## src/hw/rtl/mgde_pkg.sv

```systemverilog
package mgde_pkg;

    localparam int REGS_PER_CH = 7;
    localparam int MAX_OUT     = 32;

    localparam logic [1:0] MODE_REG_WR = 2'd0;
    localparam logic [1:0] MODE_EN_WR  = 2'd1;
    localparam logic [1:0] MODE_TICK   = 2'd2;

    typedef struct packed {
        logic [1:0] mode;
        logic [2:0] channel;
        logic [2:0] reg_index;
        logic [7:0] write_value;
        logic [7:0] cycles;
        logic       hdma_busy;
    } t_in_item;

    typedef struct packed {
        logic [2:0]  xfer_channel;
        logic [23:0] a_bus_addr;
        logic [13:0] b_bus_addr;
        logic        to_peripheral;
        logic [7:0]  enable_after;
        logic        last;
    } t_out_item;

    typedef struct packed {
        logic [23:0] addr;
        logic [16:0] count;
        logic [1:0]  step;
        logic        dir;
        logic [2:0]  pattern;
        logic [1:0]  phase;
        logic [7:0]  bbus;
    } t_work;

endpackage

```

## src/hw/rtl/mgde_regfile.sv

```systemverilog
module mgde_regfile #(
    parameter int NUM_CHANNELS = 8,
    localparam int RF_DEPTH = NUM_CHANNELS * mgde_pkg::REGS_PER_CH,
    localparam int RF_AW = $clog2(RF_DEPTH)
) (
    input  logic             i_clk,
    input  logic             i_rst_n,
    input  logic             i_we,
    input  logic [RF_AW-1:0] i_waddr,
    input  logic [7:0]       i_wdata,
    input  logic [RF_AW-1:0] i_raddr,
    output logic [7:0]       o_rdata
);
    import mgde_pkg::*;

    logic [7:0]          r_mem [RF_DEPTH];
    logic [RF_DEPTH-1:0] r_valid;
    logic [7:0]          r_rdata;

    always_ff @(posedge i_clk) begin
        if (!i_rst_n) begin
            r_valid <= '0;
        end else if (i_we) begin
            r_valid[i_waddr] <= 1'b1;
        end
    end

    always_ff @(posedge i_clk) begin
        if (i_we) begin
            r_mem[i_waddr] <= i_wdata;
        end
        r_rdata <= r_valid[i_raddr] ? r_mem[i_raddr] : 8'd0;
    end

    assign o_rdata = r_rdata;

endmodule

```

## src/hw/rtl/mgde_workmem.sv

```systemverilog
module mgde_workmem #(
    parameter int NUM_CHANNELS = 8,
    localparam int CH_AW = (NUM_CHANNELS > 1) ? $clog2(NUM_CHANNELS) : 1
) (
    input  logic                  i_clk,
    input  logic                  i_we,
    input  logic [CH_AW-1:0]      i_waddr,
    input  mgde_pkg::t_work       i_wdata,
    input  logic [CH_AW-1:0]      i_raddr,
    output mgde_pkg::t_work       o_rdata
);
    import mgde_pkg::*;

    t_work r_mem [NUM_CHANNELS];
    t_work r_rdata;

    always_ff @(posedge i_clk) begin
        if (i_we) begin
            r_mem[i_waddr] <= i_wdata;
        end
        r_rdata <= r_mem[i_raddr];
    end

    assign o_rdata = r_rdata;

endmodule

```

## src/hw/rtl/mgde_ctrl.sv

```systemverilog
module mgde_ctrl #(
    parameter int NUM_CHANNELS    = 8,
    parameter int CYCLES_PER_BYTE = 8,
    parameter int BBUS_BASE       = 8448,
    localparam int RF_AW = $clog2(NUM_CHANNELS * mgde_pkg::REGS_PER_CH),
    localparam int CH_AW = (NUM_CHANNELS > 1) ? $clog2(NUM_CHANNELS) : 1
) (
    input  logic                  i_clk,
    input  logic                  i_rst_n,
    input  logic                  i_in_valid,
    input  mgde_pkg::t_in_item    i_in,
    output logic                  o_in_ready,
    output logic                  o_out_valid,
    output mgde_pkg::t_out_item   o_out,
    input  logic                  i_out_ready,
    output logic                  o_rf_we,
    output logic [RF_AW-1:0]      o_rf_waddr,
    output logic [7:0]            o_rf_wdata,
    output logic [RF_AW-1:0]      o_rf_raddr,
    input  logic [7:0]            i_rf_rdata,
    output logic                  o_wm_we,
    output logic [CH_AW-1:0]      o_wm_waddr,
    output mgde_pkg::t_work       o_wm_wdata,
    output logic [CH_AW-1:0]      o_wm_raddr,
    input  mgde_pkg::t_work       i_wm_rdata
);
    import mgde_pkg::*;

    localparam logic [7:0] CHAN_BITS = 8'((1 << NUM_CHANNELS) - 1);
    localparam int DIV_SHIFT = 17;
    localparam logic [17:0] RECIP =
        18'((2 ** DIV_SHIFT + CYCLES_PER_BYTE - 1) / CYCLES_PER_BYTE);
    localparam logic [6:0] CPB = 7'(CYCLES_PER_BYTE);
    localparam logic [16:0] BASE = 17'(BBUS_BASE);
    localparam logic [1:0] STEP_INC = 2'd0;
    localparam logic [1:0] STEP_DEC = 2'd2;

    typedef enum logic [2:0] {
        S_IDLE,
        S_LATCH,
        S_DIV,
        S_REM,
        S_XFER
    } t_state;

    function automatic logic [2:0] lowest(input logic [7:0] v);
        logic [2:0] idx;
        idx = 3'd0;
        for (int i = 7; i >= 0; i--) begin
            if (v[i]) begin
                idx = 3'(i);
            end
        end
        return idx;
    endfunction

    function automatic logic [5:0] rf_addr(input logic [2:0] ch, input logic [2:0] idx);
        return {ch, 3'b000} - {3'b000, ch} + {3'b000, idx};
    endfunction

    function automatic logic [1:0] pat_off(input logic [2:0] pattern, input logic [1:0] phase);
        logic [1:0] off;
        case (pattern)
            3'd1, 3'd5: off = {1'b0, phase[0]};
            3'd3, 3'd7: off = {1'b0, phase[1]};
            3'd4:       off = phase;
            default:    off = 2'd0;
        endcase
        return off;
    endfunction

    t_state     r_state;
    logic [7:0] r_mask;
    logic [7:0] r_pend;
    logic [2:0] r_k;
    logic [47:0] r_asm;
    logic [8:0] r_accum;
    logic [9:0] r_sum;
    logic [9:0] r_q;
    logic [5:0] r_n;
    logic [2:0] r_ch;
    t_work      r_cur;
    logic       r_out_valid;
    t_out_item  r_out;

    logic        accept;
    logic [2:0]  lat_ch;
    logic [2:0]  tick_ch;
    logic [7:0]  lat_bit;
    t_work       lat_word;
    logic [15:0] lat_cnt;
    logic [27:0] div_prod;
    logic [16:0] rem_prod;
    logic [9:0]  rem;
    logic [5:0]  n_lim;
    logic [5:0]  n_clamp;
    logic        out_free;
    logic [15:0] n_lo;
    t_work       n_cur;
    logic [7:0]  n_mask;
    logic [16:0] bb_sum;
    t_out_item   n_out;

    assign accept  = i_in_valid && (r_state == S_IDLE);
    assign lat_ch  = lowest(r_pend);
    assign tick_ch = lowest(r_mask);
    assign lat_bit = 8'd1 << lat_ch;

    assign lat_cnt = {i_rf_rdata, r_asm[47:40]};
    always_comb begin
        lat_word.pattern = r_asm[2:0];
        lat_word.step    = r_asm[4:3];
        lat_word.dir     = r_asm[7];
        lat_word.phase   = 2'd0;
        lat_word.bbus    = r_asm[15:8];
        lat_word.addr    = r_asm[39:16];
        lat_word.count   = (lat_cnt == 16'd0) ? 17'h10000 : {1'b0, lat_cnt};
    end

    assign div_prod = r_sum * RECIP;
    assign rem_prod = r_q * CPB;
    assign rem      = r_sum - rem_prod[9:0];
    assign n_lim    = (r_q > 10'(MAX_OUT)) ? 6'(MAX_OUT) : r_q[5:0];
    assign n_clamp  = ({11'd0, n_lim} > i_wm_rdata.count) ? i_wm_rdata.count[5:0] : n_lim;

    assign out_free = !r_out_valid || i_out_ready;

    always_comb begin
        case (r_cur.step)
            STEP_INC: n_lo = r_cur.addr[15:0] + 16'd1;
            STEP_DEC: n_lo = r_cur.addr[15:0] - 16'd1;
            default:  n_lo = r_cur.addr[15:0];
        endcase
        n_cur       = r_cur;
        n_cur.addr  = {r_cur.addr[23:16], n_lo};
        n_cur.phase = r_cur.phase + 2'd1;
        n_cur.count = r_cur.count - 17'd1;
        n_mask      = (n_cur.count == 17'd0) ? (r_mask & ~(8'd1 << r_ch)) : r_mask;
        bb_sum      = BASE + {9'd0, r_cur.bbus} + {15'd0, pat_off(r_cur.pattern, r_cur.phase)};
        n_out.xfer_channel  = r_ch;
        n_out.a_bus_addr    = r_cur.addr;
        n_out.b_bus_addr    = bb_sum[13:0];
        n_out.to_peripheral = ~r_cur.dir;
        n_out.enable_after  = n_mask;
        n_out.last          = (r_n == 6'd1);
    end

    assign o_rf_we    = accept && (i_in.mode == MODE_REG_WR)
                        && (int'(i_in.channel) < NUM_CHANNELS)
                        && (int'(i_in.reg_index) < REGS_PER_CH);
    assign o_rf_waddr = RF_AW'(rf_addr(i_in.channel, i_in.reg_index));
    assign o_rf_wdata = i_in.write_value;
    assign o_rf_raddr = RF_AW'(rf_addr(lat_ch, (r_k == 3'd7) ? 3'd6 : r_k));

    assign o_wm_we    = ((r_state == S_LATCH) && (r_k == 3'd7))
                        || ((r_state == S_XFER) && out_free && (r_n == 6'd1));
    assign o_wm_waddr = (r_state == S_LATCH) ? CH_AW'(lat_ch) : CH_AW'(r_ch);
    assign o_wm_wdata = (r_state == S_LATCH) ? lat_word : n_cur;
    assign o_wm_raddr = CH_AW'(tick_ch);

    always_ff @(posedge i_clk) begin
        if (!i_rst_n) begin
            r_state     <= S_IDLE;
            r_mask      <= 8'd0;
            r_pend      <= 8'd0;
            r_k         <= 3'd0;
            r_accum     <= 9'd0;
            r_out_valid <= 1'b0;
        end else begin
            if ((r_state != S_XFER) && r_out_valid && i_out_ready) begin
                r_out_valid <= 1'b0;
            end
            case (r_state)
                S_IDLE: begin
                    if (accept) begin
                        case (i_in.mode)
                            MODE_EN_WR: begin
                                r_mask <= i_in.write_value & CHAN_BITS;
                                r_pend <= i_in.write_value & CHAN_BITS;
                                r_k    <= 3'd0;
                                if ((i_in.write_value & CHAN_BITS) != 8'd0) begin
                                    r_state <= S_LATCH;
                                end
                            end
                            MODE_TICK: begin
                                if ((r_mask != 8'd0) && !i_in.hdma_busy) begin
                                    r_sum   <= {1'b0, r_accum} + {2'b00, i_in.cycles};
                                    r_state <= S_DIV;
                                end
                            end
                            default: begin
                            end
                        endcase
                    end
                end
                S_LATCH: begin
                    r_asm <= {i_rf_rdata, r_asm[47:8]};
                    r_k   <= r_k + 3'd1;
                    if (r_k == 3'd7) begin
                        r_pend <= r_pend & ~lat_bit;
                        if ((r_pend & ~lat_bit) == 8'd0) begin
                            r_state <= S_IDLE;
                        end
                    end
                end
                S_DIV: begin
                    r_q     <= div_prod[DIV_SHIFT +: 10];
                    r_ch    <= tick_ch;
                    r_state <= S_REM;
                end
                S_REM: begin
                    r_accum <= rem[8:0];
                    r_cur   <= i_wm_rdata;
                    r_n     <= n_clamp;
                    r_state <= (r_q == 10'd0) ? S_IDLE : S_XFER;
                end
                S_XFER: begin
                    if (out_free) begin
                        r_out_valid <= 1'b1;
                        r_out       <= n_out;
                        r_cur       <= n_cur;
                        r_mask      <= n_mask;
                        r_n         <= r_n - 6'd1;
                        if (r_n == 6'd1) begin
                            r_state <= S_IDLE;
                            if (n_mask == 8'd0) begin
                                r_accum <= 9'd0;
                            end
                        end
                    end
                end
                default: begin
                    r_state <= S_IDLE;
                end
            endcase
        end
    end

    assign o_in_ready  = (r_state == S_IDLE);
    assign o_out_valid = r_out_valid;
    assign o_out       = r_out;

endmodule

```

## src/hw/rtl/multichannel_general_dma_engine.sv

```systemverilog
// Multichannel DMA engine. The input channel carries one transaction per command:
// a channel register write, an enable mask write, or a time tick with elapsed cycles.
// The output channel carries one transaction per transferred byte, with the channel,
// both bus addresses, the direction, the enable mask after the byte and a last flag
// on the final byte of a tick.
// A register write goes straight to the channel register memory. An enable write
// is bounded by the seven reads of the channel register memory per enabled channel.
// A tick that moves bytes passes a divide and a remainder state before its first
// result, then yields one byte per cycle while the receiver does not stall, up to 32
// bytes, bounded by the single read-modify-write of the working state memory.
// Only one command is in progress at a time; a new one is taken once the last result
// of the previous one sits in the output register.
// Reset clears all enables, the cycle accumulator and the channel registers; no
// clearing pass is needed. When the receiver stalls, the output register holds its
// transaction and the engine waits with the remaining bytes.
module multichannel_general_dma_engine #(
    parameter int NUM_CHANNELS    = 8,
    parameter int CYCLES_PER_BYTE = 8,
    parameter int BBUS_BASE       = 8448
) (
    input  logic                  i_clk,
    input  logic                  i_rst_n,
    input  logic                  i_in_valid,
    input  mgde_pkg::t_in_item    i_in,
    output logic                  o_in_ready,
    output logic                  o_out_valid,
    output mgde_pkg::t_out_item   o_out,
    input  logic                  i_out_ready
);
    import mgde_pkg::*;

    localparam int RF_AW = $clog2(NUM_CHANNELS * REGS_PER_CH);
    localparam int CH_AW = (NUM_CHANNELS > 1) ? $clog2(NUM_CHANNELS) : 1;

    logic             rf_we;
    logic [RF_AW-1:0] rf_waddr;
    logic [7:0]       rf_wdata;
    logic [RF_AW-1:0] rf_raddr;
    logic [7:0]       rf_rdata;
    logic             wm_we;
    logic [CH_AW-1:0] wm_waddr;
    t_work            wm_wdata;
    logic [CH_AW-1:0] wm_raddr;
    t_work            wm_rdata;

    mgde_regfile #(
        .NUM_CHANNELS(NUM_CHANNELS)
    ) u_regfile (
        .i_clk   (i_clk),
        .i_rst_n (i_rst_n),
        .i_we    (rf_we),
        .i_waddr (rf_waddr),
        .i_wdata (rf_wdata),
        .i_raddr (rf_raddr),
        .o_rdata (rf_rdata)
    );

    mgde_workmem #(
        .NUM_CHANNELS(NUM_CHANNELS)
    ) u_workmem (
        .i_clk   (i_clk),
        .i_we    (wm_we),
        .i_waddr (wm_waddr),
        .i_wdata (wm_wdata),
        .i_raddr (wm_raddr),
        .o_rdata (wm_rdata)
    );

    mgde_ctrl #(
        .NUM_CHANNELS    (NUM_CHANNELS),
        .CYCLES_PER_BYTE (CYCLES_PER_BYTE),
        .BBUS_BASE       (BBUS_BASE)
    ) u_ctrl (
        .i_clk       (i_clk),
        .i_rst_n     (i_rst_n),
        .i_in_valid  (i_in_valid),
        .i_in        (i_in),
        .o_in_ready  (o_in_ready),
        .o_out_valid (o_out_valid),
        .o_out       (o_out),
        .i_out_ready (i_out_ready),
        .o_rf_we     (rf_we),
        .o_rf_waddr  (rf_waddr),
        .o_rf_wdata  (rf_wdata),
        .o_rf_raddr  (rf_raddr),
        .i_rf_rdata  (rf_rdata),
        .o_wm_we     (wm_we),
        .o_wm_waddr  (wm_waddr),
        .o_wm_wdata  (wm_wdata),
        .o_wm_raddr  (wm_raddr),
        .i_wm_rdata  (wm_rdata)
    );

endmodule
```

## config.mk

```make
export PLATFORM = sky130hd
export DESIGN_NAME = multichannel_general_dma_engine
export DESIGN_NICKNAME = d
export VERILOG_FILES = /design/src/hw/rtl/mgde_pkg.sv /design/src/hw/rtl/mgde_regfile.sv /design/src/hw/rtl/mgde_workmem.sv /design/src/hw/rtl/mgde_ctrl.sv /design/src/hw/rtl/multichannel_general_dma_engine.sv
export SDC_FILE = /design/constraint.sdc
export NUM_CORES = 2
export LEC_CHECK = 0
export ABC_AREA = 1
export BUFFER_PORTS_ARGS = -buffer_cell sky130_fd_sc_hd__buf_4
export CAP_MARGIN = 20
export CORE_MARGIN = 2
export CORE_UTILIZATION = 35
export CTS_BUF_LIST = sky130_fd_sc_hd__clkbuf_8
export DETAILED_ROUTE_END_ITERATION = 12
export HOLD_SLACK_MARGIN = 0.05
export PLACE_DENSITY_LB_ADDON = 0.08
export SLEW_MARGIN = 0
export SYNTH_ARGS = -nofsm -noshare
export SYNTH_HDL_FRONTEND = slang
export SYNTH_SLANG_ARGS = --single-unit
```

## constraint.sdc

```tcl
create_clock -name i_clk -period 4.3 [get_ports i_clk]
set_input_delay 0.215 -clock i_clk [delete_from_list [all_inputs] [get_ports i_clk]]
set_output_delay 0.215 -clock i_clk [all_outputs]
set_load 0.1 [all_outputs]
```

## Word-level counts from Yosys, hierarchy flattened

Memories as Yosys holds them, arrays and structs flattened. A register that Yosys moved wholly into a read port is not among the register bits.
Index checks and enable logic that the tools add are counted.

| word-level totals | value |
|---|---|
| ROM bits | 0 |
| bits of input ports | 29 |
| memory bits (writable) | 904 |
| word-level logic and storage cells | 186 |
| memories kept | 2 |
| output and inout bits | 53 |
| register bits | 270 |
| latch bits | 0 |

| cells by class | value |
|---|---|
| reductions and logical operators | 41 |
| eq/ne operators | 25 |
| shift operators | 2 |
| magnitude comparators | 6 |
| div/mod/pow operators | 0 |
| $mul | 0 |
| bitwise logic cells | 7 |
| multiplexer cells | 63 |
| add/sub/neg operators | 14 |

Memory list:

| memory | words | bits a word | rd ports | clocked after Yosys merged registers in | write ports | line | text |
|---|---|---|---|---|---|---|---|
| u_workmem.r_mem | 8 | 57 | 1 | 1 | 1 | mgde_workmem.sv:14 | `t_work r_mem [NUM_CHANNELS];` |
| u_regfile.r_mem | 56 | 8 | 1 | 1 | 1 | mgde_regfile.sv:16 | `logic [7:0] r_mem [RF_DEPTH];` |

Operator list:

| operator | count |
|---|---|
| case mux 57 bit (2 select lines) | 1 |
| two-way mux 3 bit | 28 |
| two-way mux 57 bit | 1 |
| bitwise OR 56 bit | 1 |
| two-way mux 49 bit | 1 |
| two-way mux 8 bit | 5 |
| case mux 16 bit (2 select lines) | 1 |
| case mux 8 bit (2 select lines) | 2 |
| two-way mux 9 bit | 3 |
| two-way mux 6 bit | 3 |
| case mux 9 bit (2 select lines) | 1 |
| greater-than comparator 6 x 17 -> 1 bit | 1 |
| logical NOT 17 bit | 1 |
| two-way mux 17 bit | 1 |
| subtractor 17 x 1 -> 17 bit (second input constant) | 1 |
| adder 16 x 1 -> 16 bit (second input constant) | 1 |
| bitwise AND 8 bit | 2 |
| logical NOT 16 bit | 1 |
| logical NOT 8 bit | 2 |
| inverter 8 bit | 2 |
| nonzero test 8 bit | 2 |
| << shifter 1 x 3 -> 8 bit (first input constant) | 2 |
| subtractor 16 x 1 -> 16 bit (second input constant) | 1 |
| equality test 3 bit (second input constant) | 5 |
| 44 further kinds | 89 |

## Logic depth before layout (Yosys ltp)

| depth | value |
|---|---|
| depth after elaboration | 15 |
| gate-level depth with buffers | 25 |
| mapped depth without buffers | 23 |

## By module

Synthesis repeated with hierarchy kept, for this count alone.

| unflattened totals | value |
|---|---|
| cells, all modules | 5461 |
| area total of the unflattened synthesis | 53895.4 sq um |

Modules (own cells, without submodules):

| module | seq. area each (sq um) | cells an instance | times used | area an instance (sq um) |
|---|---|---|---|---|
| mgde_regfile | 14734.1 | 2150 | 1 | 21674.5 |
| mgde_workmem | 14834.2 | 2045 | 1 | 20958.9 |
| mgde_ctrl | 5925.7 | 1266 | 1 | 11262.1 |

## Worst setup path before layout

Ideal clock, no wire load.

| path | value |
|---|---|
| kind | flip-flop to flip-flop |
| start | reg u_ctrl.r_out_valid, in the netlist u_ctrl.o_out_valid |
| end | mem u_workmem.r_mem[2][0] (netlist name), enable pin |
| slack | 0.023 ns |
| path buffers | 0 |
| stages on the path, launching flop included | 8 |
| clock period less this slack | 4.277 ns |
| arrival time | 3.805 ns |
| required time | 3.828 ns |
| setup time | 0.472 ns |
| path through | dfxtp_1 -> inv_1 -> nor2_1 -> nor2_1 -> inv_1 -> o22ai_1 -> nand3_1 -> nor2_1 |

| between the ends | value |
|---|---|
| longest elaborated chain between the ends | 7 |

Ends and longest elaborated chain:

| item | line | text |
|---|---|---|
| start, declared | mgde_ctrl.sv:83 | `logic r_out_valid;` |
| start signal, assigned | mgde_ctrl.sv:168 | `r_out_valid <= 1'b0;` |
| start signal, assigned | mgde_ctrl.sv:171 | `r_out_valid <= 1'b0;` |
| start signal, assigned | mgde_ctrl.sv:219 | `r_out_valid <= 1'b1;` |
| logical NOT 1 bit | mgde_ctrl.sv:126 | `assign out_free = !r_out_valid \|\| i_out_ready;` |
| logical OR 1 bit | mgde_ctrl.sv:126 |  |
| logical AND 1 bit (2 in a row) | mgde_ctrl.sv:156 | `\|\| ((r_state == S_XFER) && out_free && (r_n == 6'd1));` |
| logical OR 1 bit | mgde_ctrl.sv:156 |  |
| two-way mux 1 bit | mgde_workmem.sv:18 | `if (i_we) begin` |
| two-way mux 1 bit (implied by the code) | mgde_workmem.sv:19 | `r_mem[i_waddr] <= i_wdata;` |
| end, declared | mgde_workmem.sv:14 |  |

Every way passes these cells.

## Final worst setup path

| path | value |
|---|---|
| start | reg u_ctrl.r_k[0] |
| end | reg u_regfile.r_rdata[7], in the netlist u_regfile.o_rdata[7] (read register of u_regfile.r_mem) |

| between the ends | value |
|---|---|
| longest elaborated chain between the ends | 6 |

Ends and longest elaborated chain:

| item | line | text |
|---|---|---|
| start, declared | mgde_ctrl.sv:75 | `logic [2:0] r_k;` |
| start signal, assigned | mgde_ctrl.sv:198 | `r_k <= r_k + 3'd1;` |
| equality test 3 bit | mgde_ctrl.sv:153 | `assign o_rf_raddr = RF_AW'(rf_addr(lat_ch, (r_k == 3'd7) ? 3'd6 : r_k));` |
| two-way mux 3 bit * | mgde_ctrl.sv:153 |  |
| adder 6 x 3 -> 6 bit * | mgde_ctrl.sv:58 | `return {ch, 3'b000} - {3'b000, ch} + {3'b000, idx};` |
| binary-select mux 1 bit (select 6 bit) | mgde_regfile.sv:32 | `r_rdata <= r_valid[i_raddr] ? r_mem[i_raddr] : 8'd0;` |
| two-way mux 1 bit (implied by the code) | mgde_regfile.sv:32 |  |
| logical NOT 1 bit (no source line) | n/a |  |
| end, declared | mgde_regfile.sv:18 | `logic [7:0] r_rdata;` |

Every way passes the cells marked *; elsewhere a longest branch is shown, timed or not. The select of a mux whose other input is x is not followed.
A chain may end at the register's enable or synchronous reset.

==> run summary <==
Static timing analysis puts the maximum clock frequency at 257 MHz. The tools report the maximum number of pins on one net before global-route repair as 154. Number of cells on the worst reg-to-reg path: 16.

Start point of the worst hold path: i_in[21]. In the final routed layout, each cell accounts on average for 22.3 um. The run gives 50500 sq um as the synthesized area. Critical-path cell with the highest stage delay: sky130_fd_sc_hd__fa_4. Power spread over the standard cell area amounts to 708 nW/um^2.

The flow ran to the end, and the final reports show no timing, DRC or antenna violations. The run gives 4 as the H-tree depth. The worst path in the final design needs a cycle of 3.89 ns, including I/O delays and setup. For the portion of the post-synthesis area used by sequential elements, the log shows 0.702.

The run gives 0.415 as the combinational share of power. For the wire length of the first global-routing pass, the log shows 221000 um. The deepest clock path buffer count was 3. The count of unique library cells instantiated by Yosys came out at 62. The run gives 33476 as the total vias in the final route. The critical path goes through ha_1 > ha_1 > inv_1 > nand2_1 > ha_4 > fa_4 > inv_4 > buf_4 > o21ai_0 > o221ai_1 > nand2_1 > o21ai_0 > nor2_1 > o22ai_1 > nand2_1 > inv_1. The synthesized instance count was 4333. The initial antenna violation count was 6.

The clock-pin slew on the worst setup and hold paths was 0.06 ns; the global placement routability congestion was 0.796. From bottom edge to top edge, the die measures 384 um. The library cell used most frequently in the layout, excluding fill and tap cells, is sky130_fd_sc_hd__edfxtp_1. Synthesis inferred 1233 register bits. The ratio of cells with drive above 1 in the final layout was 0.135. The die covers 147000 sq um.

STA puts the critical path data required time at 5.19 ns. The setup slack on the worst flop-to-flop path was 0.41 ns; the number of global-route vias before repair was 34017. Cell type contributing the most total cell area after synthesis: sky130_fd_sc_hd__edfxtp_1. The later pin in the worst-skew pair is clocked with a latency of 0.94 ns. Setup violations remaining at the end of the flow were counted as 0. The path category of the worst min-delay check was in -> reg.

The tools report the final wirelength as 148000 um. For this run, the detailed router's first-pass iteration total came to 5. The count of clock tree sinks was 1233. Clock tree synthesis selected as its root buffer the cell sky130_fd_sc_hd__clkbuf_8.

Ranked by total cell area, the synthesized netlist is headed by sky130_fd_sc_hd__edfxtp_1 64%, sky130_fd_sc_hd__nor2_1 6.5%, sky130_fd_sc_hd__dfxtp_1 6.1%, sky130_fd_sc_hd__o21ai_0 5.3%, sky130_fd_sc_hd__nand2_1 3.4%. The overall track demand over capacity in global routing came out at 0.201. After detailed routing, the number of remaining DRC violations is 0. STA classifies the critical path startpoint as a flop. Switching share of power: 0.412. The cell area after placement was 54100 sq um; the largest fanout on the critical path was 27. The number of cells traversed by the worst hold path is 6. For the sum of negative setup slack, the log shows 0 ns. The largest stage delay on the critical path is 0.77 ns, and the total global routing overflow is 0. Clock skew on the completed layout was measured at 0.0441 ns.

The library cells used most frequently in the layout, excluding fill and tap cells, are 1080 x sky130_fd_sc_hd__edfxtp_1, 859 x sky130_fd_sc_hd__nor2_1, 533 x sky130_fd_sc_hd__o21ai_0, 454 x sky130_fd_sc_hd__nand2_1, 284 x sky130_fd_sc_hd__inv_1. Summed area of non-filler cells in the final layout: 58500 sq um. The peak supply drop is 793 uV. Setup repair after global routing left no endpoint under its margin. Final clock period utilization by the worst path: 0.906. In this run, CTS created clock tree buffers numbering 208.

The final number of hold-violating endpoints was 0. The region available for standard cell placement spans 143000 sq um. The tools report the quantity of gates resized following cts as 0. Input and output buffers added on the ports amount to 77.

Starting density of the core: 0.352. The worst setup path is of the reg -> reg kind. The logs give 0 for the number of warnings printed during yosys synthesis and 82 for the I/O pin count.

Data on the critical path arrives at its endpoint at 4.79 ns. The tools report the clock network power share as 0.245. Measured along the x axis, the die boundary spans 384 um.

The tools report the total setup buffers inserted after CTS as 0. In this run the remaining antenna-violating nets after routing total 0. Averaged over all synthesized cells, the footprint is 11.7 sq um.

TritonCTS built the clock tree. Summed over all cells, the static leakage comes to 20.6 nW. The net switching power is 17.1 mW, and the area added between synthesis and finish is 15.7%.

The placement row count is 139. After detailed routing, the number of vias per cell comes to 5.04. Detailed placement finished with a half-perimeter wire length of 86100 um.

The max-slew violation count came out at 0. The tools report the number of DRC violations after detailed-routing iteration 0 as 2284. The tool flagged a number of max-cap violations equal to 0. The pin slew with the least headroom to its limit came out at 1.06 ns.

The run gives 0.287 as the worst slew slack as a fraction of its limit. Most used cell along the critical path: sky130_fd_sc_hd__nand2_1. The run gives 24.3 mW as the internal power. The worst hold path terminates at u_regfile.r_mem[1][3]. Number of nets in the layout: 4642. The tools report the type of element capturing the critical path as a flop.

The share of the synthesized area in the top cell type works out to 0.642. The worst register-to-register path begins at u_ctrl.r_k[0]. The endpoint identified for the worst register-to-register timing path is u_regfile.o_rdata[7]. For the share of total power in sequential cells, the log shows 0.341.
-- state kept, by name (all words and copies together), names as in the netlist, 16 cells and up --
register / count
u_regfile.r_valid: 56
u_regfile.r_mem: 448
u_ctrl.r_cur: 19
u_ctrl.o_out: 47
u_workmem.r_mem: 456
u_workmem.o_rdata: 57
u_ctrl.n_cur: 22
u_ctrl.n_out: 16
u_ctrl.r_asm: 46
-- how the worst max path moves through the flow --
| stage | from | to | depth (start not counted) |
|---|---|---|---|
| floorplan | u_ctrl.o_out_valid | u_workmem.r_mem[2][0] | 7 |
| global placement | u_ctrl.r_pend[5] | u_regfile.o_rdata[4] | 20 |
| detailed placement | u_ctrl.r_k[0] | u_regfile.o_rdata[4] | 16 |
| CTS | u_ctrl.r_k[0] | u_regfile.o_rdata[4] | 16 |
| global route | u_ctrl.n_cur[15] | u_workmem.r_mem[1][43] | 16 |
| finish | u_ctrl.r_k[0] | u_regfile.o_rdata[7] | 16 |
-- stage by stage --
step,utilization,cells,setup slack (ns),hold slack (ns),power [mW]
floorplan,-,4335,0.0228,0.314,25.3
global placement,0.377,6212,0.400,0.407,31.8
detailed placement,0.377,6213,0.406,0.411,31.7
CTS,0.408,6636,0.347,0.141,42.0
global route,0.408,6638,0.106,0.213,44.1
finish,0.408,6639,0.406,0.224,41.4
-- final cells by class --
type                            instances  area (sq um)
Multi-Input combinational cell       2635         13300
Sequential cell                      1233         35500
Timing Repair Buffer                  251          2370
Antenna cell                            3          7.51
Clock inverter                        151           792
Inverter                              228           873
Tap cell                             1903          2380
Fill cell                           13845         85000
Clock buffer                          235          3230
-- critical path, delay by kind of cell, from the launching register on --
family	cells	cell delay (ns)
buffers and inverters	4	0.88
AND/OR/NAND/NOR	4	0.40
flip-flops	1	0.34
adder cells (fa/ha/maj)	4	1.37
AO/OA/AOI/OAI	4	0.82
-- per-layer routing --
| layer | up-vias | share of wire | track usage |
|---|---|---|---|
| met1 | 16671 | 0.44 | 0.261 |
| met3 | 231 | 0.039 | 0.0301 |
| met4 | 0 | 0.023 | 0.0606 |
| met5 | - | 0 | 0 |
| met2 | 677 | 0.49 | 0.345 |
| li1 | 15897 | - | - |
-- synth_stat cells (all sizes together) --
cell type and n:
nand3b 3, o32ai 1, inv 227, a31oi 78, dfxtp 153, a21o 1
nand2 471, xor2 23, mux2 8, o22ai 104, o21bai 5, nand3 93
clkbuf 154, a21boi 2, a32o 2, a221oi 34, nand4 12, a32oi 1
nor2 892, or4 1, a211oi 4, edfxtp 1080, fa 6, o31ai 1
o221ai 38, xnor2 8, o311ai 1, o21ai 543, nor4 8, conb 2
o211ai 3, and2 1, a221o 2, ha 50, o2111ai 1, clkinv 1
o21a 25, o221a 7, buf 85, or2 28, nor3 23, and3 1
a21oi 150
-- timing repair --
| item | in CTS | in global routing |
|---|---|---|
| setup endpoints to repair | 0 | 0 |
| endpoints found under the hold margin | 447 | 0 |
| hold buffers | 37 | 0 |
-- logic make-up (layout without fill, tap and decap cells) --
kind of cell,Yosys count,count (layout),share of synthesized area
AND/OR/NAND/NOR,1533,1533,0.124
XOR/XNOR,31,31,0.00604
multiplexers,8,8,0.00178
AO/OA/AOI/OAI,1003,1003,0.114
other,2,7,0.000149
flip-flops,1233,1233,0.702
adder cells (fa/ha/maj),56,56,0.0148
buffers and inverters,467,865,0.0372
-- power groups by stage --
stage	clock (mW)	combinational (mW)	sequential (mW)
after detailed placement	0	17.3	14.3
after CTS	10.5	17.4	14.1
final	10.1	17.2	14.1
after global routing	11.0	19.0	14.1
after global placement	0	17.4	14.4
after floorplan	0	11.1	14.2
(Power assumes the default switching activity.)
